<file path="src/design/rdq_pkg.sv">
// ============================================================================
// rdq_pkg
// Shared types, widths and codes for the ring deque unit.
// ============================================================================
`default_nettype none

package rdq_pkg;

    localparam int DEPTH      = 16;
    localparam int DATA_WIDTH = 32;

    localparam int OP_W     = 3;
    localparam int VAL_W    = 32;
    localparam int INDEX_W  = 4;
    localparam int STATUS_W = 2;
    localparam int FILL_W   = 5;

    localparam int PTR_W = $clog2(DEPTH);
    localparam int CNT_W = $clog2(DEPTH + 1);
    localparam int EXT_W = (DATA_WIDTH > VAL_W) ? DATA_WIDTH : VAL_W;
    localparam int CMP_W = (CNT_W > INDEX_W) ? CNT_W : INDEX_W;
    localparam int SUM_W = ((PTR_W > INDEX_W) ? PTR_W : INDEX_W) + 1;

    typedef logic [OP_W-1:0]     op_t;
    typedef logic [STATUS_W-1:0] status_t;
    typedef logic [1:0]          rd_sel_t;

    localparam op_t OP_PUSH_BACK  = 3'd0;
    localparam op_t OP_PUSH_FRONT = 3'd1;
    localparam op_t OP_POP_FRONT  = 3'd2;
    localparam op_t OP_POP_BACK   = 3'd3;
    localparam op_t OP_READ       = 3'd4;

    localparam status_t ST_OK    = 2'd0;
    localparam status_t ST_FULL  = 2'd1;
    localparam status_t ST_EMPTY = 2'd2;
    localparam status_t ST_RANGE = 2'd3;

    localparam rd_sel_t RD_FRONT = 2'd0;
    localparam rd_sel_t RD_BACK  = 2'd1;
    localparam rd_sel_t RD_INDEX = 2'd2;

    // controller -> datapath
    typedef struct packed {
        logic    accept;
        logic    exec;
        rd_sel_t rd_sel;
        logic    cap_front;
        logic    cap_back;
        logic    load_out;
    } cmd_t;

endpackage

`default_nettype wire

</file>
<file path="src/design/rdq_ram.sv">
// ============================================================================
// rdq_ram
// Generic single-write, single-read RAM with registered read data.
// ============================================================================
`default_nettype none

module rdq_ram #(
    parameter int DATA_W    = 32,
    parameter int NUM_WORDS = 16
) (
    input  wire logic                         clk,
    input  wire logic                         we,
    input  wire logic [$clog2(NUM_WORDS)-1:0] waddr,
    input  wire logic [DATA_W-1:0]            wdata,
    input  wire logic [$clog2(NUM_WORDS)-1:0] raddr,
    output logic      [DATA_W-1:0]            rdata
);

    logic [DATA_W-1:0] mem_reg [NUM_WORDS];

    always_ff @(posedge clk)
    begin
        if (we)
        begin
            mem_reg[waddr] <= wdata;
        end
        rdata <= mem_reg[raddr];
    end

endmodule

`default_nettype wire

</file>
<file path="src/design/rdq_dp.sv">
// ============================================================================
// rdq_dp
// Datapath: head/tail pointers, fill count, slot RAM and result register.
// ============================================================================
`default_nettype none

module rdq_dp
    import rdq_pkg::*;
(
    input  wire logic                clk,
    input  wire logic                rst_n,
    input  wire cmd_t                cmd,
    input  wire logic [OP_W-1:0]     in_op,
    input  wire logic [VAL_W-1:0]    in_value,
    input  wire logic [INDEX_W-1:0]  in_index,
    output logic [STATUS_W-1:0]      out_status,
    output logic [VAL_W-1:0]         out_front,
    output logic [VAL_W-1:0]         out_back,
    output logic [VAL_W-1:0]         out_read,
    output logic [FILL_W-1:0]        out_fill
);

    localparam logic [PTR_W-1:0] PTR_LAST = PTR_W'(DEPTH - 1);
    localparam logic [CNT_W-1:0] CNT_FULL = CNT_W'(DEPTH);
    localparam logic [SUM_W-1:0] SUM_WRAP = SUM_W'(DEPTH);

    function automatic logic [PTR_W-1:0] ptr_inc(input logic [PTR_W-1:0] p);
        return (p == PTR_LAST) ? '0 : p + 1'b1;
    endfunction

    function automatic logic [PTR_W-1:0] ptr_dec(input logic [PTR_W-1:0] p);
        return (p == '0) ? PTR_LAST : p - 1'b1;
    endfunction

    function automatic logic [VAL_W-1:0] to_word(input logic [DATA_WIDTH-1:0] d);
        logic [EXT_W-1:0] ext;
        ext = EXT_W'(d);
        return ext[VAL_W-1:0];
    endfunction

    // latched operation
    op_t                 op_reg;
    logic [VAL_W-1:0]    value_reg;
    logic [INDEX_W-1:0]  index_reg;

    logic [PTR_W-1:0]    head_reg, head_next;
    logic [PTR_W-1:0]    tail_reg, tail_next;
    logic [CNT_W-1:0]    held_reg, held_next;
    status_t             status_reg, status_next;

    logic [VAL_W-1:0]    front_reg;
    logic [VAL_W-1:0]    back_reg;

    logic                    ram_we;
    logic [PTR_W-1:0]        ram_waddr;
    logic [DATA_WIDTH-1:0]   ram_wdata;
    logic [PTR_W-1:0]        ram_raddr;
    logic [DATA_WIDTH-1:0]   ram_rdata;

    logic [EXT_W-1:0]    value_ext;
    logic                is_full;
    logic                is_empty;
    logic                idx_hit;
    logic [SUM_W-1:0]    idx_sum;
    logic [SUM_W-1:0]    idx_wrap;
    logic [VAL_W-1:0]    rd_word;

    assign value_ext = EXT_W'(value_reg);
    assign ram_wdata = value_ext[DATA_WIDTH-1:0];
    assign is_full   = (held_reg == CNT_FULL);
    assign is_empty  = (held_reg == '0);
    assign idx_hit   = (CMP_W'(index_reg) < CMP_W'(held_reg));
    assign idx_sum   = SUM_W'(head_reg) + SUM_W'(index_reg);
    assign idx_wrap  = (idx_sum >= SUM_WRAP) ? idx_sum - SUM_WRAP : idx_sum;
    assign rd_word   = to_word(ram_rdata);

    always_comb
    begin
        head_next   = head_reg;
        tail_next   = tail_reg;
        held_next   = held_reg;
        status_next = status_reg;
        ram_we      = 1'b0;
        ram_waddr   = tail_reg;
        if (cmd.exec)
        begin
            status_next = ST_OK;
            case (op_reg)
                OP_PUSH_BACK:
                begin
                    if (is_full)
                    begin
                        status_next = ST_FULL;
                    end
                    else
                    begin
                        ram_we    = 1'b1;
                        ram_waddr = tail_reg;
                        tail_next = ptr_inc(tail_reg);
                        held_next = held_reg + 1'b1;
                    end
                end
                OP_PUSH_FRONT:
                begin
                    if (is_full)
                    begin
                        status_next = ST_FULL;
                    end
                    else
                    begin
                        ram_we    = 1'b1;
                        ram_waddr = ptr_dec(head_reg);
                        head_next = ptr_dec(head_reg);
                        held_next = held_reg + 1'b1;
                    end
                end
                OP_POP_FRONT:
                begin
                    if (is_empty)
                    begin
                        status_next = ST_EMPTY;
                    end
                    else
                    begin
                        head_next = ptr_inc(head_reg);
                        held_next = held_reg - 1'b1;
                    end
                end
                OP_POP_BACK:
                begin
                    if (is_empty)
                    begin
                        status_next = ST_EMPTY;
                    end
                    else
                    begin
                        tail_next = ptr_dec(tail_reg);
                        held_next = held_reg - 1'b1;
                    end
                end
                OP_READ:
                begin
                    if (!idx_hit)
                    begin
                        status_next = ST_RANGE;
                    end
                end
                default:
                begin
                    status_next = ST_OK;
                end
            endcase
        end
    end

    always_comb
    begin
        unique case (cmd.rd_sel)
            RD_FRONT: ram_raddr = head_reg;
            RD_BACK:  ram_raddr = ptr_dec(tail_reg);
            RD_INDEX: ram_raddr = idx_wrap[PTR_W-1:0];
            default:  ram_raddr = head_reg;
        endcase
    end

    rdq_ram #(
        .DATA_W    (DATA_WIDTH),
        .NUM_WORDS (DEPTH)
    ) u_slots (
        .clk   (clk),
        .we    (ram_we),
        .waddr (ram_waddr),
        .wdata (ram_wdata),
        .raddr (ram_raddr),
        .rdata (ram_rdata)
    );

    always_ff @(posedge clk or negedge rst_n)
    begin
        if (!rst_n)
        begin
            head_reg   <= '0;
            tail_reg   <= '0;
            held_reg   <= '0;
            status_reg <= ST_OK;
        end
        else
        begin
            head_reg   <= head_next;
            tail_reg   <= tail_next;
            held_reg   <= held_next;
            status_reg <= status_next;
        end
    end

    // payload registers
    always_ff @(posedge clk)
    begin
        if (cmd.accept)
        begin
            op_reg    <= in_op;
            value_reg <= in_value;
            index_reg <= in_index;
        end
        if (cmd.cap_front)
        begin
            front_reg <= is_empty ? '0 : rd_word;
        end
        if (cmd.cap_back)
        begin
            back_reg <= is_empty ? '0 : rd_word;
        end
        if (cmd.load_out)
        begin
            out_status <= status_reg;
            out_front  <= front_reg;
            out_back   <= back_reg;
            out_read   <= (op_reg == OP_READ && status_reg == ST_OK) ? rd_word : '0;
            out_fill   <= FILL_W'(held_reg);
        end
    end

endmodule

`default_nettype wire

</file>
<file path="config.mk">
export PLATFORM = sky130hd
export DESIGN_NAME = rdq_dp
export DESIGN_NICKNAME = d
export VERILOG_FILES = /design/src/design/rdq_pkg.sv /design/src/design/rdq_ram.sv /design/src/design/rdq_dp.sv
export SDC_FILE = /design/constraint.sdc
export NUM_CORES = 1
export LEC_CHECK = 0
export BUFFER_PORTS_ARGS = -buffer_cell sky130_fd_sc_hd__buf_2
export CORE_MARGIN = 1
export CORE_UTILIZATION = 60
export CTS_CLUSTER_DIAMETER = 120
export CTS_CLUSTER_SIZE = 30
export DETAILED_ROUTE_END_ITERATION = 10
export PLACE_DENSITY = 0.77
export SYNTH_ARGS = -nofsm -noshare
export SYNTH_HDL_FRONTEND = slang
export SYNTH_SLANG_ARGS = --single-unit
export TNS_END_PERCENT = 10
</file>
<file path="constraint.sdc">
create_clock -name clk -period 9.6 [get_ports clk]
set_input_delay 0.48 -clock clk [delete_from_list [all_inputs] [get_ports clk]]
set_output_delay 0.48 -clock clk [all_outputs]
set_load 0.05 [all_outputs]
</file>
==> metrics.cfg <==
[logic_synthesis]
synthTopCellsByCount=718 x edfxtp_1, 217 x nand2_1, 170 x a21oi_1
synth.net_count=1822
synth.largest_area_cell=edfxtp_1
synth.avg_cell_area_um2=16.5
synth_most_common_cell=edfxtp_1
synth_top_area_frac=0.744
yosysWarnings=0
synth_edf_count=718
syn_inst=1757
ys_types=54
ys_seq_area_frac=0.779
synthArstFlopShare=0.0196
synthFlopType=edfxtp_1
yosys_register_bits=765
synthTopCellsByArea=edfxtp_1 74%, mux2i_1 4.6%, a21oi_1 2.9%
syn_area_um2=29000

[sta]
rsz0062_at_grt=false
max_freq_mhz=229
finalClockSkew_ns=0.0296
setup_viol=0
min_period_ns=4.37
hold_violations=0
slew_violations=0
worst_slew_pin_slew_ns=1.18
setup-tns-final_ns=0
slew_headroom=0.214
fin_crit_sh=0.455

[flow_run]
max-cap-violations=0

[power_and_ir_drop]
peakVddDrop_mv=0.180
p_leak_nw=10.9
p_per_area_nw_per_um2=261

[final_layout]
multi_input_area_um2=6030
fillers=3192
layout-drive-gt1-share=0.144
fin_cells=2509
area_growth_pct=7.90
largest_register_ffs=512
nets=1935
seqCellArea_um2=22600

[floorplan]
dieArea_um2=49200
coreArea_um2=47700
fp-row-count=80
io_pins=151
die_h_um=222
die_x_um=222
start_util=0.607

[placed_design]
portBuffers=150
place_inst=2452
gp_congestion=0.788
hpwl_mm=31.9

[clock_network]
clkLatencyLatePin_ns=0.62
clk_pin_slew_ns=0.12
tritoncts=yes
numCtsBuffers=29
root_buffer=clkbuf_16
htree_levels=1
ctsResizeCount=0
cts.sink_count=765
clock_path_buffers=3

[global_routing]
grt_first_pass_wirelength_mm=87.7
grt_util_all_layers=0.236
grt-ovfl-total=0
antenna_found_initial=1
first_global_vias=15050
grt_max_degree=90

[drt]
vias=15306
drc=0
ant_nets=0
post_drt_via_cell_ratio=6.10
drt_first_pass_iters=5
first_iter_violations=1606
routed_wl_mm=58.1
wire_per_inst_um=23.2

[critical_path]
crit_path_top_delay_cell=buf_4
crit_type=flip-flop to flip-flop
slowest_delay_ns=0.96
crit_arrival_ns=4.89
cp_top_family=buffers and inverters
required_ns=10.12
critPathMaxFanout=89
cp_cell_sequence=ha_1 > fa_1 > and2_1 > o31a_2 > buf_4 > buf_4 > mux2i_1 > a221oi_1 > a21oi_1 > a221oi_1
worst_setup_path_end_kind=flip-flop
worst-path-buf-inv=2
worstSetupStartpointType=flip-flop

[hold_path]
hold_class=primary input to flip-flop

[status]
status=complete, no violations

## cells by family after synthesis
| kind of cell | synth area share |
|---|---|
| xor gates and xnor gates | 0.00483 |
| AOI/OAI and AO/OA | 0.0848 |
| adders and majority gates | 0.00785 |
| muxes | 0.0471 |
| and+or+nand+nor | 0.0573 |
| DFF | 0.779 |
| buffers and inverters | 0.0195 |
## final timing paths
kind	start	endpoint	slack, ns	cells past startpoint
max	head_reg[0]	u_slots.rdata[0]	5.23	10
min	in_op[2]	op_reg[2]	0.03	1
max reg2reg	head_reg[0]	u_slots.rdata[0]	5.23	10
min reg2reg	front_reg[21]	out_front[21]	0.42	0
max in group asynchronous	rst_n	held_reg[4]	9.03	2
min in group asynchronous	rst_n	head_reg[1]	0.29	2
## stage by stage
stage          utilization  setup slack (ns)  hold WS, ns  area (um2)  power, W
2_1_floorplan            -              5.85        0.184       29000   0.00609
3_3_place_gp         0.637              5.42        0.402       30400   0.00662
3_5_place_dp         0.637              5.30        0.405       30400   0.00671
4_1_cts              0.655              5.28     0.000523       31300   0.00818
5_1_grt              0.655              4.95      0.00341       31300   0.00849
6_report             0.655              5.23       0.0254       31300   0.00816
## metal layers
| metal | global-route usage | up-vias | wire [um] |
|---|---|---|---|
| li1 | - | 6945 | - |
| met1 | 0.322 | 7724 | 24300 |
| met2 | 0.414 | 554 | 29500 |
| met3 | 0.0221 | 83 | 3200 |
| met4 | 0.0578 | 0 | 1150 |
| met5 | 0 | - | 0 |
## cell usage in the layout (no fill, tap or decap), types with 3 or more instances in the layout
cell type / instances
nand3_1: 4
a31oi_1: 3
nor2b_1: 36
dfrtp_1: 15
buf_2: 149
a21o_1: 5
inv_1: 14
buf_4: 34
and2_1: 34
mux2_2: 4
nor2_1: 8
ha_1: 15
edfxtp_1: 718
mux2i_1: 132
a21oi_1: 170
xor2_1: 7
a221oi_2: 27
nor3_1: 31
nand2_1: 217
o21ai_0: 14
a22oi_1: 32
nor2_4: 17
a32o_1: 31
a221oi_1: 36
nand2b_1: 8
clkbuf_1: 23
clkbuf_16: 29
dfxtp_1: 32
xnor2_1: 9
## layout make-up
type / count / share of cell area
sequential: 765 / 0.722
multi-input combinational: 875 / 0.193
timing repair buffer: 185 / 0.0326
clock buffer: 52 / 0.0260
tap: 615 / 0.0246
inverter: 14 / 0.00168
clock inverter: 2 / 0.000800
antenna: 1 / 0.0000800
## worst reg2reg max path, delay by kind of cell, from the launching register on
kind / cells / cell delay [ns]
DFF: 1 / 0.51
buffers and inverters: 2 / 1.69
muxes: 1 / 0.21
AOI/OAI and AO/OA: 4 / 0.92
adders and majority gates: 2 / 0.75
and+or+nand+nor: 1 / 0.18
## report_power, final
part           switching (W)  internal [W]  total (W)
combinational        0.00150      0.000780    0.00228
clock               0.000924      0.000587    0.00151
sequential          0.000260       0.00411    0.00436
total                0.00269       0.00547    0.00816
## repair_timing
action / 4_1_cts / 5_1_grt
hold buffers: 2 / 0
endpoints found under the hold margin: 16 / 0
buffers inserted: 0 / 0
(Power assumes the default switching activity.)
