### src/design/rdq_pkg.sv
// ============================================================================
// rdq_pkg
// Shared types, widths and codes for the ring deque unit.
// ============================================================================
`default_nettype none

package rdq_pkg;

    localparam int DEPTH      = 16;
    localparam int DATA_WIDTH = 32;

    localparam int OP_W     = 3;
    localparam int VAL_W    = 32;
    localparam int INDEX_W  = 4;
    localparam int STATUS_W = 2;
    localparam int FILL_W   = 5;

    localparam int PTR_W = $clog2(DEPTH);
    localparam int CNT_W = $clog2(DEPTH + 1);
    localparam int EXT_W = (DATA_WIDTH > VAL_W) ? DATA_WIDTH : VAL_W;
    localparam int CMP_W = (CNT_W > INDEX_W) ? CNT_W : INDEX_W;
    localparam int SUM_W = ((PTR_W > INDEX_W) ? PTR_W : INDEX_W) + 1;

    typedef logic [OP_W-1:0]     op_t;
    typedef logic [STATUS_W-1:0] status_t;
    typedef logic [1:0]          rd_sel_t;

    localparam op_t OP_PUSH_BACK  = 3'd0;
    localparam op_t OP_PUSH_FRONT = 3'd1;
    localparam op_t OP_POP_FRONT  = 3'd2;
    localparam op_t OP_POP_BACK   = 3'd3;
    localparam op_t OP_READ       = 3'd4;

    localparam status_t ST_OK    = 2'd0;
    localparam status_t ST_FULL  = 2'd1;
    localparam status_t ST_EMPTY = 2'd2;
    localparam status_t ST_RANGE = 2'd3;

    localparam rd_sel_t RD_FRONT = 2'd0;
    localparam rd_sel_t RD_BACK  = 2'd1;
    localparam rd_sel_t RD_INDEX = 2'd2;

    // controller -> datapath
    typedef struct packed {
        logic    accept;
        logic    exec;
        rd_sel_t rd_sel;
        logic    cap_front;
        logic    cap_back;
        logic    load_out;
    } cmd_t;

endpackage

`default_nettype wire

### src/design/rdq_ctrl.sv
// ============================================================================
// rdq_ctrl
// Sequencer: executes one operation, then reads front, back and indexed
// entries through the single RAM read port and loads the result register.
// ============================================================================
`default_nettype none

module rdq_ctrl
    import rdq_pkg::*;
(
    input  wire logic clk,
    input  wire logic rst_n,
    input  wire logic in_valid,
    output logic      in_ready,
    output logic      out_valid,
    input  wire logic out_ready,
    output cmd_t      cmd
);

    localparam logic [2:0] S_IDLE   = 3'd0;
    localparam logic [2:0] S_EXEC   = 3'd1;
    localparam logic [2:0] S_RFRONT = 3'd2;
    localparam logic [2:0] S_RBACK  = 3'd3;
    localparam logic [2:0] S_RIDX   = 3'd4;
    localparam logic [2:0] S_RLAST  = 3'd5;

    logic [2:0] state_reg;
    logic [2:0] state_next;
    logic       out_valid_reg;
    logic       out_valid_next;
    logic       out_free;

    assign out_free = !out_valid_reg || out_ready;

    always_comb
    begin
        state_next = state_reg;
        cmd        = '0;
        cmd.rd_sel = RD_FRONT;
        unique case (state_reg)
            S_IDLE:
            begin
                cmd.accept = in_valid;
                if (in_valid)
                begin
                    state_next = S_EXEC;
                end
            end
            S_EXEC:
            begin
                cmd.exec   = 1'b1;
                state_next = S_RFRONT;
            end
            S_RFRONT:
            begin
                cmd.rd_sel = RD_FRONT;
                state_next = S_RBACK;
            end
            S_RBACK:
            begin
                cmd.rd_sel    = RD_BACK;
                cmd.cap_front = 1'b1;
                state_next    = S_RIDX;
            end
            S_RIDX:
            begin
                cmd.rd_sel   = RD_INDEX;
                cmd.cap_back = 1'b1;
                state_next   = S_RLAST;
            end
            S_RLAST:
            begin
                // hold the index address so read data stays put while stalled
                cmd.rd_sel   = RD_INDEX;
                cmd.load_out = out_free;
                if (out_free)
                begin
                    state_next = S_IDLE;
                end
            end
            default:
            begin
                state_next = S_IDLE;
            end
        endcase
    end

    always_comb
    begin
        out_valid_next = out_valid_reg;
        if (cmd.load_out)
        begin
            out_valid_next = 1'b1;
        end
        else if (out_ready)
        begin
            out_valid_next = 1'b0;
        end
    end

    always_ff @(posedge clk or negedge rst_n)
    begin
        if (!rst_n)
        begin
            state_reg     <= S_IDLE;
            out_valid_reg <= 1'b0;
        end
        else
        begin
            state_reg     <= state_next;
            out_valid_reg <= out_valid_next;
        end
    end

    assign in_ready  = (state_reg == S_IDLE);
    assign out_valid = out_valid_reg;

endmodule

`default_nettype wire

### config.mk
export PLATFORM = sky130hd
export DESIGN_NAME = rdq_ctrl
export DESIGN_NICKNAME = d
export VERILOG_FILES = /design/src/design/rdq_pkg.sv /design/src/design/rdq_ctrl.sv
export SDC_FILE = /design/constraint.sdc
export NUM_CORES = 1
export LEC_CHECK = 0
export BUFFER_PORTS_ARGS = -buffer_cell sky130_fd_sc_hd__buf_2
export CAP_MARGIN = 15
export CORE_AREA = 3 3 40 42
export DETAILED_ROUTE_END_ITERATION = 10
export DIE_AREA = 0 0 43 45
export PLACE_DENSITY = 0.4
export SLEW_MARGIN = 20
export SYNTH_ARGS = -nofsm -noshare
export SYNTH_HDL_FRONTEND = slang
export SYNTH_SLANG_ARGS = --single-unit
### constraint.sdc
create_clock -name clk -period 1.05 [get_ports clk]
set_input_delay 0 -clock clk [delete_from_list [all_inputs] [get_ports clk]]
set_output_delay 0 -clock clk [all_outputs]
set_load 0.05 [all_outputs]
==> run summary, run 1 <==
slowest stage cell, crit path: dfrtp_2
Setup-failing EPs final: 10
Pleak: 0.2566 nW
number of global-route vias before repair: 299
worst setup margin: -0.1520 ns
Largest register FFs: 3
Post-Syn Area: 279.0 um2
flops & latches, synth: 4
Startpoint Class: flip-flop
Final min period: 1.202 ns
Nets: 54
Met3 Routed Length: 86 um
post-synthesis compound-gate area fraction: 5.830%
clk buf depth: 2
Fin. Hold Viols: 0
width of the die: 43 um
ranking of synthesized cells by area: dfrtp_1, nor3_4, buf_4, buf_8, nand2_1
drt drc: 0
run status: complete, but fails checks
Die H: 45 um
DR top layer: met3
worst hold path type: in -> async
DRT iter0 DRCs: 0
Worst-Skew Late Latency: 0.24 ns
first-pass GRT wire length: 1.248 mm
Critical Path AT: 1.20 ns
Total Neg Setup Slack: -0.8804 ns
multi-input logic area: 172.7 um2
worst-case vdd ir drop: 1.345 mV
core area: 0.001285 mm2
synth unique cells: 18
Filler Cells Inserted: 139
antenna violations before repair: 0
RePlAce Congestion: 0.6665
Post-Synth XOR/XNOR Area: 3.139%
Post-DP HPWL: 478.4 um
via density per instance: 4.141
max-slew violation count: 0
root buffer cell: clkbuf_4
Synth Area in Adders: 0%
fmax: 0.8320 GHz
GRT Total Usage: 9.205%
CTS Buf Count: 3
htree depth: 1
Antenna Cells: 0
DRT Pass-1 Iters: 1
Crit Path Category: reg -> out
Congestion Overflow GR: 0
Synth top area share: 35.87%
port bufs: 12
required time worst endpoint: 1.05 ns
failing checks: setup timing
Worst-path clk slew: 0.04 ns
pre-CTS WS: -0.06498 ns
Post-Place Cell Area: 366.6 um2
worst-path fanout max: 8
Buf+Inv Stages, Crit Path: 2
Crit path depth: 3
CP max stage delay: 0.45 ns
Layout area overhead: 89.69%
Cells after Synth: 27
Mean Syn Cell Area: 10.33 um2
effective utilization at floorplan: 21.71%
Crit. End Element: output pin
Sequential cell area: 105.1 um2
share of layout cells above drive strength 1: 79.59%
total number of vias: 265
Top delay family on crit path: flip-flops
largest family of logic cells by synthesized area: simple AND/OR/NAND/NOR gates
CP Cell Sequence: buf_4 -> nor3b_2 -> buf_6
Detail Route Antenna Nets: 0
post-synthesis mux area share: 0%
Slew @ Worst Pin: 0.2493 ns
die area: 0.001935 mm2
row count: 13
met2 routed WL: 381 um
WL/cell: 11.45 um
clock tree sinks: 4
Synthesized Nets: 31
Seq/Total Area, Yosys: 35.87%
WL final: 733 um
Pwr Density: 3811 mW/mm2
Slew headroom: 83.25%
final instance area: 529.3 um2
CTS tree: built
fin crit share: 114.5%
largest area contributor in the netlist: dfrtp_1
Met1 Wirelength: 265 um
YS warnings: 0
worst reg2reg path depth: 3
Max Cap Viol: 0
simple-gate share of the synthesized area: 40.36%
Hold Slack: 0.08184 ns
largest net degree at the start of global routing: 9
unrepaired setup endpoints after global routing: yes
clk_skew: 0.009922 ns
# IOs: 13
## report_power, final
part,internal (mW),switching [mW],total (mW)
combinational,0.687,0.733,1.42
sequential,0.234,0.147,0.381
clock,0.143,0.0728,0.216
## metal layers
layer | vias up | GRT usage (%)
li1 | 131 | -
met1 | 121 | 8.802
met2 | 13 | 16.47
met3 | 0 | 6.375
met4 | 0 | 1.807
met5 | - | 0
## metrics by stage
step / instances / total power, mW / util [%]
CTS: 63 / 1.886 / 38.36
finish: 64 / 2.017 / 41.19
global route: 64 / 2.138 / 41.19
global placement: 54 / 1.330 / 28.53
detailed placement: 54 / 1.345 / 28.53
floorplan: 27 / 1.223 / -
## final cells by class
class                      instances  area share, %
multi-input combinational         19          32.62
clock buffer                       4          4.965
sequential                         4          19.86
timing repair buffer              22          39.01
tap                               15          3.546
## kinds of logic after synthesis
| kind of cell | Yosys count |
|---|---|
| compound gates | 2 |
| xor+xnor | 1 |
| buf+inv | 4 |
| flops | 4 |
| simple gates | 16 |
## cell usage in the layout (no fill, tap or decap)
master and count:
xnor2_2 1, clkbuf_1 1, nor2b_4 2, dfrtp_2 4
nand2b_1 1, nor3b_2 2, and3b_2 2, buf_4 7
a21o_1 1, nand2_1 4, and2_4 1, a221oi_2 1
nor3_4 1, nor3_1 1, dlygate4sd3_1 1, buf_8 3
clkbuf_4 3, nor2_1 1, nor2_2 1, buf_6 7
buf_2 4
## what timing repair did
item | 4_1_cts | 5_1_grt
pin swaps | 1 | 4
hold buffers | 1 | 0
endpoints found under the setup margin | 9 | 10
gates resized for setup | 20 | 8
buffers inserted | 4 | 2
cloned | 0 | 0
hold endpoints to repair | 4 | 0
## cells in the mapped netlist (all sizes together)
master  instances
a221oi          1
a21o            1
nor2b           2
xnor2           1
and2            1
and3b           2
dfrtp           4
nand2           4
nor3            2
nor3b           2
buf             4
nand2b          1
nor2            2
## path summary, 6_finish.rpt
| check | startpoint | end | slack [ns] |
|---|---|---|---|
| max | state_reg[2]$_DFFE_PN0P_ | cmd[5] | -0.15 |
| min | rst_n | state_reg[2]$_DFFE_PN0P_ | 0.08 |
| max reg2reg | state_reg[1]$_DFFE_PN0P_ | state_reg[2]$_DFFE_PN0P_ | -0.06 |
| min reg2reg | out_valid$_DFFE_PN0P_ | out_valid$_DFFE_PN0P_ | 0.54 |
| max in group asynchronous | rst_n | state_reg[0]$_DFFE_PN0P_ | 0.83 |
| min in group clk | out_ready | out_valid$_DFFE_PN0P_ | 0.09 |
No activity file was read; power rests on OpenSTA's default activity.
==> run 2, diff against run 1 <==
- RECOVER_POWER: not set -> 25
==> run 2 against run 1 <==
Effect of this change: the flow still finishes with violations (setup timing); clock-buffer cell count is the same; maximum frequency about the same; hold slack better by 0.012 ns; critical path type unchanged; largest power group unchanged.
==> run summary, run 2 (synthesized netlist as in run 1, its figures left out) <==
non-filler cells, final: 64
clk buf depth: 2
Filler Cells Inserted: 140
clk_skew: 0.01017 ns
Detail Route Antenna Nets: 0
Slew headroom: 83.25%
Nets: 54
slowest stage cell, crit path: dfrtp_2
unrepaired setup endpoints after global routing: yes
drt drc: 0
width of the die: 43 um
worst setup margin: -0.1523 ns
largest net degree at the start of global routing: 9
Critical Path AT: 1.20 ns
Placed Cells: 54
CTS Buf Count: 3
Max Cap Viol: 0
Layout area overhead: 89.24%
RePlAce Congestion: 0.6665
DRT Pass-1 Iters: 1
WL final: 739 um
core area: 0.001285 mm2
Startpoint Class: flip-flop
Worst-Skew Late Latency: 0.24 ns
Worst-path clk slew: 0.05 ns
Slew @ Worst Pin: 0.2493 ns
htree depth: 1
effective utilization at floorplan: 21.71%
Final min period: 1.202 ns
number of global-route vias before repair: 299
Crit Path Category: reg -> out
Final Util: 41.09%
Antenna Cells: 0
GRT Total Usage: 9.205%
share of layout cells above drive strength 1: 77.55%
# IOs: 13
run status: complete, but fails checks
fmax: 0.8317 GHz
Post-DP HPWL: 478.4 um
Fin. Hold Viols: 0
Congestion Overflow GR: 0
Pleak: 0.2538 nW
CP max stage delay: 0.45 ns
DRT iter0 DRCs: 0
die area: 0.001935 mm2
first-pass GRT wire length: 1.248 mm
total number of vias: 264
most frequent cells in the layout: buf_6, buf_4, nand2_1, dfrtp_2
Buf+Inv Stages, Crit Path: 2
clock tree sinks: 4
row count: 13
worst-case vdd ir drop: 1.345 mV
Pwr Density: 3821 mW/mm2
via density per instance: 4.125
Die H: 45 um
required time worst endpoint: 1.05 ns
Largest register FFs: 3
port bufs: 12
Post-Place Cell Area: 366.6 um2
Total Power: 2.018 mW
fin crit share: 114.5%
Setup-failing EPs final: 10
Top delay family on crit path: flip-flops
worst-path fanout max: 8
CP Cell Sequence: buf_4 -> nor3b_2 -> buf_6
final instance area: 528.0 um2
worst hold path type: in -> reg
CTS tree: built
failing checks: setup timing
Crit. End Element: output pin
max-slew violation count: 0
root buffer cell: clkbuf_4
WL/cell: 11.55 um
antenna violations before repair: 0
-- run 2: changes by cell type in the layout (fill, tap and decap cells not counted) --
| cell | previous run | this run |
|---|---|---|
| clkbuf_1 | 1 | 2 |
| buf_2 | 4 | 3 |
-- run 2: area by class of cell --
cell class                      count  area (um2)  share of cell area [%]
Tap cell                           15       18.77                   3.555
Timing Repair Buffer               22       205.2                   38.86
Sequential cell                     4       105.1                   19.91
Clock buffer                        4       26.28                   4.976
Multi-Input combinational cell     19       172.7                   32.70
-- run 2: final timing paths --
check / startpoint / endpoint / slack [ns] / cells past startpoint
max in group asynchronous: rst_n / state_reg[0]$_DFFE_PN0P_ / 0.73 / 2
hold / removal: out_ready / out_valid$_DFFE_PN0P_ / 0.09 / 3
hold reg to reg: out_valid$_DFFE_PN0P_ / out_valid$_DFFE_PN0P_ / 0.54 / 2
min in group asynchronous: rst_n / out_valid$_DFFE_PN0P_ / 0.11 / 2
setup reg to reg: state_reg[1]$_DFFE_PN0P_ / state_reg[2]$_DFFE_PN0P_ / -0.06 / 3
setup / recovery: state_reg[2]$_DFFE_PN0P_ / cmd[5] / -0.15 / 3
-- run 2: metrics by stage --
step / hold WS (ns) / setup WS, ns / setup TNS, ns
after global routing: 0.1027 / -0.2180 / -1.474
after global placement: -0.1916 / -0.08137 / -0.1449
after CTS: 0.07810 / -0.1757 / -1.161
final: 0.09374 / -0.1523 / -0.8832
after floorplan: -0.2956 / -0.2711 / -0.7370
after detailed placement: -0.1916 / -0.06498 / -0.1634
-- run 2: worst register-to-register path: cells and delay by family, from the launching register on --
kind / cells / cell delay [ns]
AOI/OAI and AO/OA: 1 / 0.15
buffers and inverters: 1 / 0.13
and+or+nand+nor: 1 / 0.25
DFF: 1 / 0.48
-- run 2: metal layers --
| metal | wire length [um] | vias up | GRT usage [%] | part of all wire [%] |
|---|---|---|---|---|
| li1 | - | 131 | - | - |
| met1 | 271 | 120 | 8.802 | 37 |
| met2 | 381 | 13 | 16.47 | 52 |
| met3 | 86 | 0 | 6.375 | 12 |
| met4 | 0 | 0 | 1.807 | 0 |
| met5 | 0 | - | 0 | 0 |
-- run 2: repair_timing --
action,in CTS,in global routing
buffers inserted,4,2
pin swaps,1,4
hold buffers,1,0
endpoints found under the setup margin,9,10
resized for setup,20,8
hold endpoints to repair,4,0
-- run 2: power by group --
part,internal [mW],switching (mW),total (mW)
Sequential,0.234,0.148,0.381
Combinational,0.686,0.733,1.42
Clock,0.143,0.0732,0.216
Total,1.06,0.954,2.02
